## config.mk

```make
export PLATFORM = sky130hd
export DESIGN_NAME = load_meter_frame_receiver
export DESIGN_NICKNAME = d
export VERILOG_FILES = /design/src/lmfr_pkg.sv /design/src/lmfr_front.sv /design/src/lmfr_queue.sv /design/src/lmfr_back.sv /design/src/load_meter_frame_receiver.sv
export SDC_FILE = /design/constraint.sdc
export NUM_CORES = 1
export LEC_CHECK = 0
export ABC_AREA = 0
export BUFFER_PORTS_ARGS = -buffer_cell sky130_fd_sc_hd__buf_2
export CAP_MARGIN = 10
export CELL_PAD_IN_SITES_DETAIL_PLACEMENT = 2
export CELL_PAD_IN_SITES_GLOBAL_PLACEMENT = 2
export CORE_ASPECT_RATIO = 0.9
export CORE_MARGIN = 2
export CORE_UTILIZATION = 44
export CTS_CLUSTER_DIAMETER = 80
export DETAILED_ROUTE_END_ITERATION = 10
export PLACE_DENSITY = 0.84
export SYNTH_ARGS = -nofsm -noshare
export SYNTH_HDL_FRONTEND = slang
export SYNTH_HIERARCHICAL = 1
export SYNTH_SLANG_ARGS = --single-unit
export TNS_END_PERCENT = 5
```

## constraint.sdc

```tcl
create_clock -name aclk -period 6.9 [get_ports aclk]
set_input_delay 0.69 -clock aclk [delete_from_list [all_inputs] [get_ports aclk]]
set_output_delay 0.69 -clock aclk [all_outputs]
set_load 0.1 [all_outputs]
```

## src/lmfr_pkg.sv

```systemverilog
`timescale 1ns / 1ps
// ----------------------------------------------------------------------------
// lmfr_pkg
// Shared types and constants of the load meter frame receiver.
// ----------------------------------------------------------------------------
package lmfr_pkg;

    localparam logic [7:0] BYTE_BEGIN = 8'hFA;
    localparam logic [7:0] BYTE_END   = 8'hF8;
    localparam int unsigned MEAS_LEN  = 19;
    localparam int unsigned NUM_PAIRS = 6;

    localparam logic [7:0] TYPE_IDLE     = 8'h00;
    localparam logic [7:0] TYPE_LIMITS   = 8'h0A;
    localparam logic [7:0] TYPE_OFF      = 8'h64;
    localparam logic [7:0] TYPE_ON       = 8'h6E;

    localparam int unsigned CODE_W    = 16;
    localparam int unsigned M_TDATA_W = 104;
    localparam int unsigned M_TUSER_W = 3;
    localparam int unsigned CFG_IDX_W = 2;

    localparam logic [CFG_IDX_W-1:0] CFG_LIMIT_MA     = 2'd0;
    localparam logic [CFG_IDX_W-1:0] CFG_UNDERVOLTAGE = 2'd1;

    // pair slots in the captured frame
    localparam int unsigned PAIR_CURRENT   = 0;
    localparam int unsigned PAIR_VOLTAGE   = 1;
    localparam int unsigned PAIR_DPLUS     = 2;
    localparam int unsigned PAIR_DMINUS    = 3;
    localparam int unsigned PAIR_LIMIT     = 4;
    localparam int unsigned PAIR_THRESHOLD = 5;

    typedef enum logic [1:0] {
        ST_OK       = 2'd0,
        ST_SHORT    = 2'd1,
        ST_NOT_MEAS = 2'd2,
        ST_BAD_XOR  = 2'd3
    } status_t;

    typedef enum logic [1:0] {
        ACT_NONE   = 2'd0,
        ACT_TOGGLE = 2'd1,
        ACT_START  = 2'd2,
        ACT_CONFIG = 2'd3
    } action_t;

    typedef struct packed {
        status_t                               status;
        logic                                  load_type;
        logic                                  rep;
        logic [NUM_PAIRS-1:0][CODE_W-1:0]      codes;
    } frame_rec_t;

    typedef struct packed {
        logic [CODE_W-1:0] limit_ma;
        logic [CODE_W-1:0] undervoltage;
    } cfg_t;

    localparam int unsigned QUEUE_DEPTH = 2;

endpackage

```

## src/lmfr_front.sv

```systemverilog
`timescale 1ns / 1ps
// ----------------------------------------------------------------------------
// lmfr_front
// Byte framing: hunts for the begin byte, tracks length and XOR, decodes
// base-240 pairs on the fly and classifies each finished frame.
// ----------------------------------------------------------------------------
module lmfr_front
    import lmfr_pkg::*;
#(
    parameter int unsigned FRAME_MAX = 32
) (
    input  logic       aclk,
    input  logic       aresetn,
    input  logic       byte_valid,
    input  logic [7:0] byte_data,
    output logic       push,
    output frame_rec_t push_rec
);

    localparam int unsigned LW = $clog2(FRAME_MAX + 1);

    logic                              in_frame_reg, in_frame_next;
    logic [LW-1:0]                     len_reg, len_next;
    logic [7:0]                        xor_reg, xor_next;
    logic [7:0]                        type_reg;
    logic [7:0]                        hi_reg;
    logic [NUM_PAIRS-1:0][CODE_W-1:0]  codes_reg;

    logic [LW-1:0]     len_plus;
    logic [LW-1:0]     pos_m3;
    logic [2:0]        pair_idx;
    logic [CODE_W-1:0] hi_x240;
    logic [CODE_W-1:0] pair_code;
    logic              is_begin, is_end, take, lo_slot;
    logic              type_known;

    assign is_begin = (byte_data == BYTE_BEGIN);
    assign is_end   = (byte_data == BYTE_END);
    assign take     = byte_valid && !is_begin && in_frame_reg;
    assign len_plus = len_reg + LW'(1);
    assign pos_m3   = len_reg - LW'(3);
    assign pair_idx = pos_m3[3:1];
    assign lo_slot  = len_reg[0] && (len_reg >= LW'(3)) && (len_reg <= LW'(13));

    // hi * 240 = hi * 256 - hi * 16
    assign hi_x240   = {hi_reg, 8'd0} - {4'd0, hi_reg, 4'd0};
    assign pair_code = hi_x240 + {8'd0, byte_data};

    assign type_known = (type_reg == TYPE_IDLE) || (type_reg == TYPE_LIMITS) ||
                        (type_reg == TYPE_OFF)  || (type_reg == TYPE_ON);

    always_comb begin
        in_frame_next = in_frame_reg;
        len_next      = len_reg;
        xor_next      = xor_reg;
        if (byte_valid && is_begin) begin
            in_frame_next = 1'b1;
            len_next      = LW'(1);
            xor_next      = 8'd0;
        end else if (take) begin
            if (is_end || (len_plus >= LW'(FRAME_MAX))) begin
                in_frame_next = 1'b0;
                len_next      = '0;
                xor_next      = 8'd0;
            end else begin
                len_next = len_plus;
                xor_next = xor_reg ^ byte_data;
            end
        end
    end

    always_ff @(posedge aclk) begin
        if (!aresetn) begin
            in_frame_reg <= 1'b0;
            len_reg      <= '0;
            xor_reg      <= 8'd0;
        end else begin
            in_frame_reg <= in_frame_next;
            len_reg      <= len_next;
            xor_reg      <= xor_next;
        end
    end

    // capture type and pair codes by position
    always_ff @(posedge aclk) begin
        if (take) begin
            if (len_reg == LW'(1)) begin
                type_reg <= byte_data;
            end
            if (!len_reg[0]) begin
                hi_reg <= byte_data;
            end
            if (lo_slot) begin
                codes_reg[pair_idx] <= pair_code;
            end
        end
    end

    assign push = take && is_end;

    always_comb begin
        push_rec.load_type = (type_reg == TYPE_LIMITS) || (type_reg == TYPE_ON);
        push_rec.rep       = (type_reg == TYPE_LIMITS);
        push_rec.codes     = codes_reg;
        if (len_plus < LW'(3)) begin
            push_rec.status = ST_SHORT;
        end else if ((len_plus != LW'(MEAS_LEN)) || !type_known) begin
            push_rec.status = ST_NOT_MEAS;
        end else if (xor_reg != 8'd0) begin
            push_rec.status = ST_BAD_XOR;
        end else begin
            push_rec.status = ST_OK;
        end
    end

endmodule

```

## src/lmfr_queue.sv

```systemverilog
`timescale 1ns / 1ps
// ----------------------------------------------------------------------------
// lmfr_queue
// Two-entry queue of classified frames between front and back.
// ----------------------------------------------------------------------------
module lmfr_queue
    import lmfr_pkg::*;
(
    input  logic       aclk,
    input  logic       aresetn,
    input  logic       push,
    input  frame_rec_t push_rec,
    output logic       full,
    output logic       pop_valid,
    input  logic       pop,
    output frame_rec_t pop_rec
);

    localparam int unsigned PW = $clog2(QUEUE_DEPTH);
    localparam int unsigned CW = $clog2(QUEUE_DEPTH + 1);

    frame_rec_t       entry_reg [QUEUE_DEPTH];
    logic [PW-1:0]    wr_ptr_reg, wr_ptr_next;
    logic [PW-1:0]    rd_ptr_reg, rd_ptr_next;
    logic [CW-1:0]    count_reg, count_next;
    logic             do_push, do_pop;

    assign full      = (count_reg == CW'(QUEUE_DEPTH));
    assign pop_valid = (count_reg != '0);
    assign do_push   = push && !full;
    assign do_pop    = pop && pop_valid;
    assign pop_rec   = entry_reg[rd_ptr_reg];

    always_comb begin
        wr_ptr_next = do_push ? wr_ptr_reg + PW'(1) : wr_ptr_reg;
        rd_ptr_next = do_pop  ? rd_ptr_reg + PW'(1) : rd_ptr_reg;
        count_next  = count_reg + CW'(do_push) - CW'(do_pop);
    end

    always_ff @(posedge aclk) begin
        if (!aresetn) begin
            wr_ptr_reg <= '0;
            rd_ptr_reg <= '0;
            count_reg  <= '0;
        end else begin
            wr_ptr_reg <= wr_ptr_next;
            rd_ptr_reg <= rd_ptr_next;
            count_reg  <= count_next;
        end
    end

    always_ff @(posedge aclk) begin
        if (do_push) begin
            entry_reg[wr_ptr_reg] <= push_rec;
        end
    end

endmodule

```

## src/lmfr_back.sv

```systemverilog
`timescale 1ns / 1ps
// ----------------------------------------------------------------------------
// lmfr_back
// Result stage: updates the load-on flag, picks the command action and
// holds the result item in an output register.
// ----------------------------------------------------------------------------
module lmfr_back
    import lmfr_pkg::*;
(
    input  logic                 aclk,
    input  logic                 aresetn,
    input  cfg_t                 cfg,
    input  logic                 rec_valid,
    input  frame_rec_t           rec,
    output logic                 rec_pop,
    output logic                 m_tvalid,
    input  logic                 m_tready,
    output logic [M_TDATA_W-1:0] m_tdata,
    output logic [M_TUSER_W-1:0] m_tuser
);

    logic                 load_active_reg, load_active_next;
    logic                 out_valid_reg, out_valid_next;
    logic [M_TDATA_W-1:0] data_reg, data_next;
    logic [M_TUSER_W-1:0] user_reg, user_next;

    logic                 ok;
    logic                 load_new;
    logic [CODE_W-1:0]    lim, thr;
    action_t              act;

    assign rec_pop = rec_valid && (!out_valid_reg || m_tready);
    assign ok      = (rec.status == ST_OK);
    assign load_new = ok ? rec.load_type : load_active_reg;
    assign lim     = rec.rep ? rec.codes[PAIR_LIMIT] : '0;
    assign thr     = rec.rep ? rec.codes[PAIR_THRESHOLD] : '0;

    always_comb begin
        priority if (load_new && (cfg.limit_ma == '0)) begin
            act = ACT_TOGGLE;
        end else if (!load_new && (cfg.limit_ma != '0)) begin
            act = ACT_START;
        end else if (load_new && rec.rep &&
                     ((lim != cfg.limit_ma) || (thr != cfg.undervoltage))) begin
            act = ACT_CONFIG;
        end else begin
            act = ACT_NONE;
        end
    end

    always_comb begin
        load_active_next = load_active_reg;
        out_valid_next   = out_valid_reg && !m_tready;
        data_next        = data_reg;
        user_next        = user_reg;
        if (rec_pop) begin
            load_active_next = load_new;
            out_valid_next   = 1'b1;
            user_next        = {ok && rec.rep, rec.status};
            if (ok) begin
                data_next = {5'd0, act, thr, lim,
                             rec.codes[PAIR_DMINUS], rec.codes[PAIR_DPLUS],
                             rec.codes[PAIR_VOLTAGE], rec.codes[PAIR_CURRENT],
                             load_new};
            end else begin
                data_next = {{(M_TDATA_W-1){1'b0}}, load_active_reg};
            end
        end
    end

    always_ff @(posedge aclk) begin
        if (!aresetn) begin
            load_active_reg <= 1'b0;
            out_valid_reg   <= 1'b0;
        end else begin
            load_active_reg <= load_active_next;
            out_valid_reg   <= out_valid_next;
        end
    end

    always_ff @(posedge aclk) begin
        data_reg <= data_next;
        user_reg <= user_next;
    end

    assign m_tvalid = out_valid_reg;
    assign m_tdata  = data_reg;
    assign m_tuser  = user_reg;

endmodule

```

## src/load_meter_frame_receiver.sv

```systemverilog
`timescale 1ns / 1ps
// ----------------------------------------------------------------------------
// load_meter_frame_receiver
// Assembles load meter frames from a byte stream and reports one result
// item per finished frame.
// ----------------------------------------------------------------------------
// Usage:
//   s_*   : one received byte per item in s_tdata[7:0].
//   m_*   : one result item per frame that ends with the end byte; frames
//           that overflow FRAME_MAX bytes are dropped without a result.
//   cfg_* : register writes, index 0 current limit, 1 under-voltage code;
//           cfg_ready is always high, other indexes are ignored.
// Throughput is one byte per cycle while the queue is not full. After the
// end byte is taken, the classified frame enters the queue and then moves
// into the output register, which raises m_tvalid. Two classified frames
// wait in the queue; when it is full, s_tready drops until the result stage
// frees a slot, which happens when the output register is empty or m_tready
// takes the pending result.
// Reset clears framing, queue, output valid and the load-on flag, and sets
// both configuration registers to zero.
// ----------------------------------------------------------------------------
module load_meter_frame_receiver
    import lmfr_pkg::*;
#(
    parameter int unsigned FRAME_MAX = 32
) (
    input  logic                 aclk,
    input  logic                 aresetn,
    input  logic                 s_tvalid,
    output logic                 s_tready,
    input  logic [7:0]           s_tdata,   // [7:0] rx_byte
    output logic                 m_tvalid,
    input  logic                 m_tready,
    // [0] load_on, [16:1] bus_current, [32:17] bus_voltage,
    // [48:33] dplus_voltage, [64:49] dminus_voltage, [80:65] reported_limit,
    // [96:81] reported_threshold, [98:97] action, [103:99] zero
    output logic [M_TDATA_W-1:0] m_tdata,
    output logic [M_TUSER_W-1:0] m_tuser,   // [1:0] frame_status, [2] limits_reported
    input  logic                 cfg_valid,
    output logic                 cfg_ready,
    input  logic [CFG_IDX_W-1:0] cfg_index,
    input  logic [CODE_W-1:0]    cfg_data
);

    cfg_t       cfg_reg, cfg_next;
    logic       q_full, q_valid, q_pop, push;
    frame_rec_t push_rec, pop_rec;

    assign cfg_ready = 1'b1;
    assign s_tready  = !q_full;

    always_comb begin
        cfg_next = cfg_reg;
        if (cfg_valid) begin
            if (cfg_index == CFG_LIMIT_MA) begin
                cfg_next.limit_ma = cfg_data;
            end
            if (cfg_index == CFG_UNDERVOLTAGE) begin
                cfg_next.undervoltage = cfg_data;
            end
        end
    end

    always_ff @(posedge aclk) begin
        if (!aresetn) begin
            cfg_reg <= '0;
        end else begin
            cfg_reg <= cfg_next;
        end
    end

    lmfr_front #(
        .FRAME_MAX (FRAME_MAX)
    ) u_front (
        .aclk       (aclk),
        .aresetn    (aresetn),
        .byte_valid (s_tvalid && s_tready),
        .byte_data  (s_tdata),
        .push       (push),
        .push_rec   (push_rec)
    );

    lmfr_queue u_queue (
        .aclk      (aclk),
        .aresetn   (aresetn),
        .push      (push),
        .push_rec  (push_rec),
        .full      (q_full),
        .pop_valid (q_valid),
        .pop       (q_pop),
        .pop_rec   (pop_rec)
    );

    lmfr_back u_back (
        .aclk      (aclk),
        .aresetn   (aresetn),
        .cfg       (cfg_reg),
        .rec_valid (q_valid),
        .rec       (pop_rec),
        .rec_pop   (q_pop),
        .m_tvalid  (m_tvalid),
        .m_tready  (m_tready),
        .m_tdata   (m_tdata),
        .m_tuser   (m_tuser)
    );

endmodule

```

==> impl_metrics.toml, run 1 <==
[layout]
largest_reg_flops = 200
layout.cells.non_filler = 1880
layout_commonest_cell = "edfxtp_1"
syn2layout_area_growth_pct = 14.7
finalNetCount = 1336
drive_above_1_share_pct = 25.8
nFillCells = 3769
layout.cells.most_common_list = "edfxtp_1, buf_2, mux2_4"

[routing]
routed_wl_mm = 58.0
dr.pass1.iters = 5
drc = 0
ant_nets = 0
route.vias.total = 10569
viasPerCell = 5.62
drtIter0Drc = 821
drt-wirelength-per-cell_um = 30.8

[global_routing]
grt_usage_pct = 26.1
grt_pass1_wl_mm = 82.2
grt.overflow.total = 0
grt_pass1_vias = 11511
antenna_found_initial = 2
grt_max_degree = 78

[critical_path]
critPathRequiredTime_ns = 7.23
crit_chain = "buf_4 -> mux2_4 -> nor4bb_1 -> nand2_1 -> a32o_1 -> a211oi_1 -> nand4_1 -> a31o_1"
cp_num_buf_inv = 1
cp_max_fo = 50
crit_slowest_cell = "buf_4"
r2r_slack_ns = 3.22
path_delay_family = "compound AO/OA/AOI/OAI gates"
worstPathArrival_ns = 4.01
cpPeakStageDelay_ns = 0.79
crit_path_end_kind = "register"
start_kind = "register"
critPathKind = "reg -> reg"

[synth]
ys_top_cells_by_area = "edfxtp_1, mux2_4, dfxtp_1"
synthAdderAreaFrac_pct = 0.939
syn_area_um2 = 18700
synth-simple-area-share_pct = 9.21
synth-compound-area-share_pct = 2.88
synthFlopType = "edfxtp_1"
synthXorXnorAreaFrac_pct = 1.78
syn_avg_cell_area_um2 = 16.5
synth_edf_count = 414
synth_top_family_by_area = "multiplexers"
synth_warnings = 6
yosysTopAreaCellShare_pct = 66.7
synthCells = 1129
synth.distinct_cells = 66
yosys.area.top_type = "edfxtp_1"
async_flop_share_pct = 0
muxShareOfSynthArea_pct = 9.82
synth-seq-cells = 468
ys_seq_area_share_pct = 72.4

[floorplanning]
start_util_pct = 44.6
pin_count = 141
die_w_um = 221
dieArea_um2 = 44100
die_h_um = 199
num_rows = 71
coreArea_um2 = 41800

[clock_tree]
root_buffer = "clkbuf_16"
numClockSinks = 468
path_clk_slew_ns = 0.06
post_cts_buffers = 0
h-tree-depth = 2
postCtsResizedCells = 0
hold_buffers = 0
clockBufferDepth = 3
clk_latency_ns = 0.59
cts_tree = "done"
numCtsBuffers = 49

[place]
place.gp.congestion = 0.761
io_buffers = 134
dpl.hpwl_mm = 36.4
dp_cells = 1783

[sta]
whs_ns = 0.345
skew_ns = 0.0211
setup-tns-final_ns = 0
setup_violations = 0
slew_headroom_pct = 16.3
fmax_mhz = 272
period_share_pct = 53.3
final-max-slew-violation-count = 0
fin_crit_ns = 3.68
worstMarginPinSlew_ns = 1.25
rsz0062_at_grt = "false"
hold_viol_final = 0

[outcome]
outcome = "complete, no violations"

[power]
powerDensity_nw_per_um2 = 276
p_leak_nw = 7.79
vdd_ir_drop_max_mv = 0.240

[min_path]
hp-class = "in -> reg"

[flow_run]
drv_cap = 0
[final timing paths]
| kind | from | endpoint | cells past startpoint |
|---|---|---|---|
| worst max-delay path | register | u_back/m_tdata[98] | 8 |
| worst max register to register | register | u_back/m_tdata[98] | 8 |
| worst min-delay path | s_tdata[4] | u_front/type_reg[4] | 1 |
| worst min register to register | u_front/push_rec[63] | u_queue/entry_reg[1][63] | 0 |
[logic make-up (layout without fill, tap and decap cells)]
kind of cell / count (synthesis) / in the layout
DFF: 468 / 468
other: 2 / 7
buffers and inverters: 72 / 271
xor gates and xnor gates: 38 / 38
and+or+nand+nor: 324 / 324
muxes: 133 / 133
AOI/OAI and AO/OA: 78 / 78
adders and majority gates: 14 / 14
[per-stage QoR]
step	cell area [um^2]	utilization, %	setup slack [ns]	total power [mW]
floorplan	18700	-	0.472	3.18
global placement	19700	47.2	2.95	3.22
detailed placement	19700	47.2	2.58	3.23
CTS	21300	51.0	2.96	5.95
global route	21400	51.1	2.98	6.04
finish	21400	51.1	3.22	5.90
[worst register-to-register path, stage by stage, from the launching register on]
cell,delay (ns)
dfxtp_4,0.44
buf_4,0.80
mux2_4,0.44
nor4bb_1,0.36
nand2_1,0.13
a32o_1,0.29
a211oi_1,0.30
nand4_1,0.33
a31o_1,0.34
[cell type report]
type	instances	area (um^2)	share of cell area, %
timing repair buffer	156	848	3.96
clock inverter	24	220	1.03
sequential	468	13500	63.2
clock buffer	68	1390	6.51
multi-input combinational	593	4650	21.7
inverter	23	86.3	0.403
antenna	1	2.50	0.0117
tap	547	684	3.20
[cells in the mapped netlist (3+ instances only)]
master / count
a211oi_1: 3
a21oi_1: 16
a22oi_1: 3
a31o_1: 4
a31oi_1: 3
and2_1: 68
and3_1: 34
buf_12: 11
buf_2: 5
buf_4: 7
buf_6: 5
clkbuf_1: 18
dfxtp_1: 54
edfxtp_1: 414
ha_1: 14
inv_1: 23
mux2_4: 100
mux2i_1: 33
nand2_1: 83
nand2b_1: 3
nand3_1: 13
nand4_1: 11
nand4b_1: 10
nor2_1: 56
nor2b_1: 4
nor3_1: 15
nor4_1: 8
o211a_1: 4
o21ai_0: 22
o22ai_1: 4
or2_2: 3
xnor2_1: 22
xor2_1: 16
[where the power goes]
part | total [mW] | internal, mW | switching, mW
combinational | 0.119 | 0.0322 | 0.0867
sequential | 3.06 | 3.05 | 0.0121
clock | 2.72 | 1.56 | 1.15
total | 5.90 | 4.65 | 1.25
[metal layers]
| layer | track usage (%) | routed length [um] | vias up |
|---|---|---|---|
| li1 | - | - | 4529 |
| met1 | 30.8 | 22500 | 5498 |
| met2 | 47.4 | 30400 | 432 |
| met3 | 3.93 | 2790 | 110 |
| met4 | 12.0 | 2260 | 0 |
| met5 | 0 | 0 | - |
Power figures use the tool's default switching activity.
==> run 2: changes to the inputs <==
ABC_AREA = 1   (was 0)
CORE_UTILIZATION = 38   (was 44)
PLACE_DENSITY = 0.81   (was 0.84)
clock period = 3.05 ns   (was 6.9 ns; I/O delays follow)
==> run 2 against run 1 <==
Net effect: clock skew rose by 0.0065 ns; fmax is 32% higher; global-route usage shrank 1.4 points; synthesized cell count up 29%; non-clock buffer count is 18 higher; worst hold slack lost 0.32 ns; via count is 14% higher; area after synthesis up 2.5%; sequential share of layout area down 2.7 points; final cell count grew 25%; clock power rose by 140%; critical path type unchanged; critical endpoint is now u_front/push_rec[79]; highest routed layer unchanged.
==> impl_metrics.toml, run 2 <==
[outcome]
outcome = "complete, no violations"

[global_routing]
grt.overflow.total = 0
grt_max_degree = 106
antenna_found_initial = 3
grt_pass1_wl_mm = 92.8
grt_pass1_vias = 13465
grt_usage_pct = 24.7

[sta]
hold_viol_final = 0
fin_ws_ns = 0.270
skew_ns = 0.0276
slew_headroom_pct = 40.2
fmax_mhz = 360
period_share_pct = 91.1
final-max-slew-violation-count = 0
worstMarginPinSlew_ns = 0.894
rsz0062_at_grt = "false"
fin_crit_ns = 2.78
setup_violations = 0

[clock_tree]
numCtsBuffers = 51
clk_latency_ns = 0.61
root_buffer = "clkbuf_16"
path_clk_slew_ns = 0.06
cts_tree = "done"
clockBufferDepth = 3
h-tree-depth = 2
numClockSinks = 468

[layout]
largest_reg_flops = 200
layout_commonest_cell = "edfxtp_1"
nFillCells = 4884
syn2layout_area_growth_pct = 16.9
finalNetCount = 1676
drive_above_1_share_pct = 22.5
final_core_util_pct = 45.2
layout.cells.most_common_list = "edfxtp_1, nand2_1, nor2_1"

[floorplanning]
pin_count = 141
num_rows = 77
dieArea_um2 = 52100
die_h_um = 217
start_util_pct = 38.7
coreArea_um2 = 49400
die_w_um = 240

[place]
io_buffers = 134
place.gp.congestion = 0.826
pre_cts_slack_ns = 0.146
dpl.hpwl_mm = 41.8

[critical_path]
start_kind = "register"
critPathKind = "reg -> reg"
crit_path_end_kind = "register"
cp_max_fo = 6
critPathRequiredTime_ns = 3.25
worstPathArrival_ns = 2.98

[routing]
drc = 0
drt-wirelength-per-cell_um = 27.2
drtIter0Drc = 919
route.vias.total = 12010
routed_wl_mm = 63.8
viasPerCell = 5.12
dr.pass1.iters = 5
ant_nets = 0

[synth]
yosysTopAreaCellShare_pct = 65.0
synth_edf_count = 414
syn_area_um2 = 19100
syn_avg_cell_area_um2 = 13.2
yosys.area.top_type = "edfxtp_1"
synth.distinct_cells = 35
ys_top_cells_by_area = "edfxtp_1, mux2_4, dfxtp_1"
synthFlopType = "edfxtp_1"
synth-seq-cells = 468
synth_most_common_cell = "edfxtp_1"
synth_warnings = 6
yosys-top-cells-count = "edfxtp_1, nand2_1, nor2_1, inv_1, mux2_4"
ys_seq_area_share_pct = 70.7
synthCells = 1452
async_flop_share_pct = 0

[flow_run]
drv_cap = 0

[power]
powerDensity_nw_per_um2 = 612
p_leak_nw = 8.77
vdd_ir_drop_max_mv = 0.335

[min_path]
hp-class = "in -> reg"
-- run 2: cell count changes after synthesis, sizes merged, moves of 13 or more --
cell / delta
nor2: +153
buf: +14
and2: -68
and3: -34
inv: +166
o21ai: -13
mux2i: -33
nand3: +71
a21oi: +14
xnor2: -22
nand2: +164
-- run 2: repair_timing --
item                                   4_1_cts  5_1_grt
gates resized for setup                      0        0
hold buffers                                 9        0
setup buffers                                0        1
endpoints found under the hold margin        9        0
setup endpoints to repair                    0       96
-- run 2: path summary, 6_finish.rpt --
path / startpoint / end / slack, ns / cells after the start
max reg2reg: u_front/hi_reg[4] / u_front/push_rec[79] / 0.27 / 8
min: cfg_data[9] / cfg_reg[9] / 0.02 / 3
max: u_front/hi_reg[4] / u_front/push_rec[79] / 0.27 / 8
min reg2reg: u_front/push_rec[35] / u_queue/entry_reg[0][35] / 0.45 / 0
-- run 2: final cells by class --
class,instances,area [um^2],share of cell area [%]
Tap cell,671,840,3.76
Clock buffer,70,1440,6.44
Clock inverter,25,265,1.19
Timing Repair Buffer,174,1080,4.85
Sequential cell,468,13500,60.5
Inverter,189,713,3.19
Multi-Input combinational cell,747,4490,20.1
Antenna cell,2,5.00,0.0224
-- run 2: power breakdown --
part           total, mW  switching [mW]  internal (mW)
registers           6.94          0.0276           6.91
logic              0.326           0.243         0.0825
clock network       6.42            2.69           3.73
-- run 2: logic make-up (layout without fill, tap and decap cells) --
kind of cell             Yosys count  in the layout  share of synthesized area [%]
buffers and inverters            241            458                           6.23
multiplexers                     100            100                           7.85
XOR/XNOR                           6              6                          0.275
adder cells (fa/ha/maj)           14             14                          0.916
AND/OR/NAND/NOR                  576            576                           12.8
other                              2              8                         0.0393
flip-flops                       468            468                           70.7
AO/OA/AOI/OAI                     45             45                           1.29
-- run 2: per-stage QoR --
step	instances	power, mW	hold WS [ns]	setup TNS (ns)	instance area, um^2
after global placement	2238	7.33	0.425	0	20500
final	2346	13.7	0.0242	0	22400
after CTS	2342	13.8	0.000245	0	22300
after global routing	2344	14.0	0.0318	0	22300
after floorplan	1456	7.24	0.403	-44.14	19200
after detailed placement	2238	7.37	0.435	0	20500
-- run 2: worst max-delay path, cell delays in order (launching register included) --
cell      delay (ns)
edfxtp_1        0.45
inv_1           0.23
ha_1            0.37
a21oi_1         0.30
o21ai_0         0.21
a21oi_1         0.27
nand2_1         0.13
nand2_1         0.08
nand2_1         0.32
-- run 2: layer usage --
layer  vias to the layer above  track usage (%)  share of wire, %
met5                         -                0                 0
met4                         0             11.5               4.4
met3                       152             4.11               4.8
met2                       416             43.2                51
met1                      6186             29.8                40
li1                       5256                -                 -
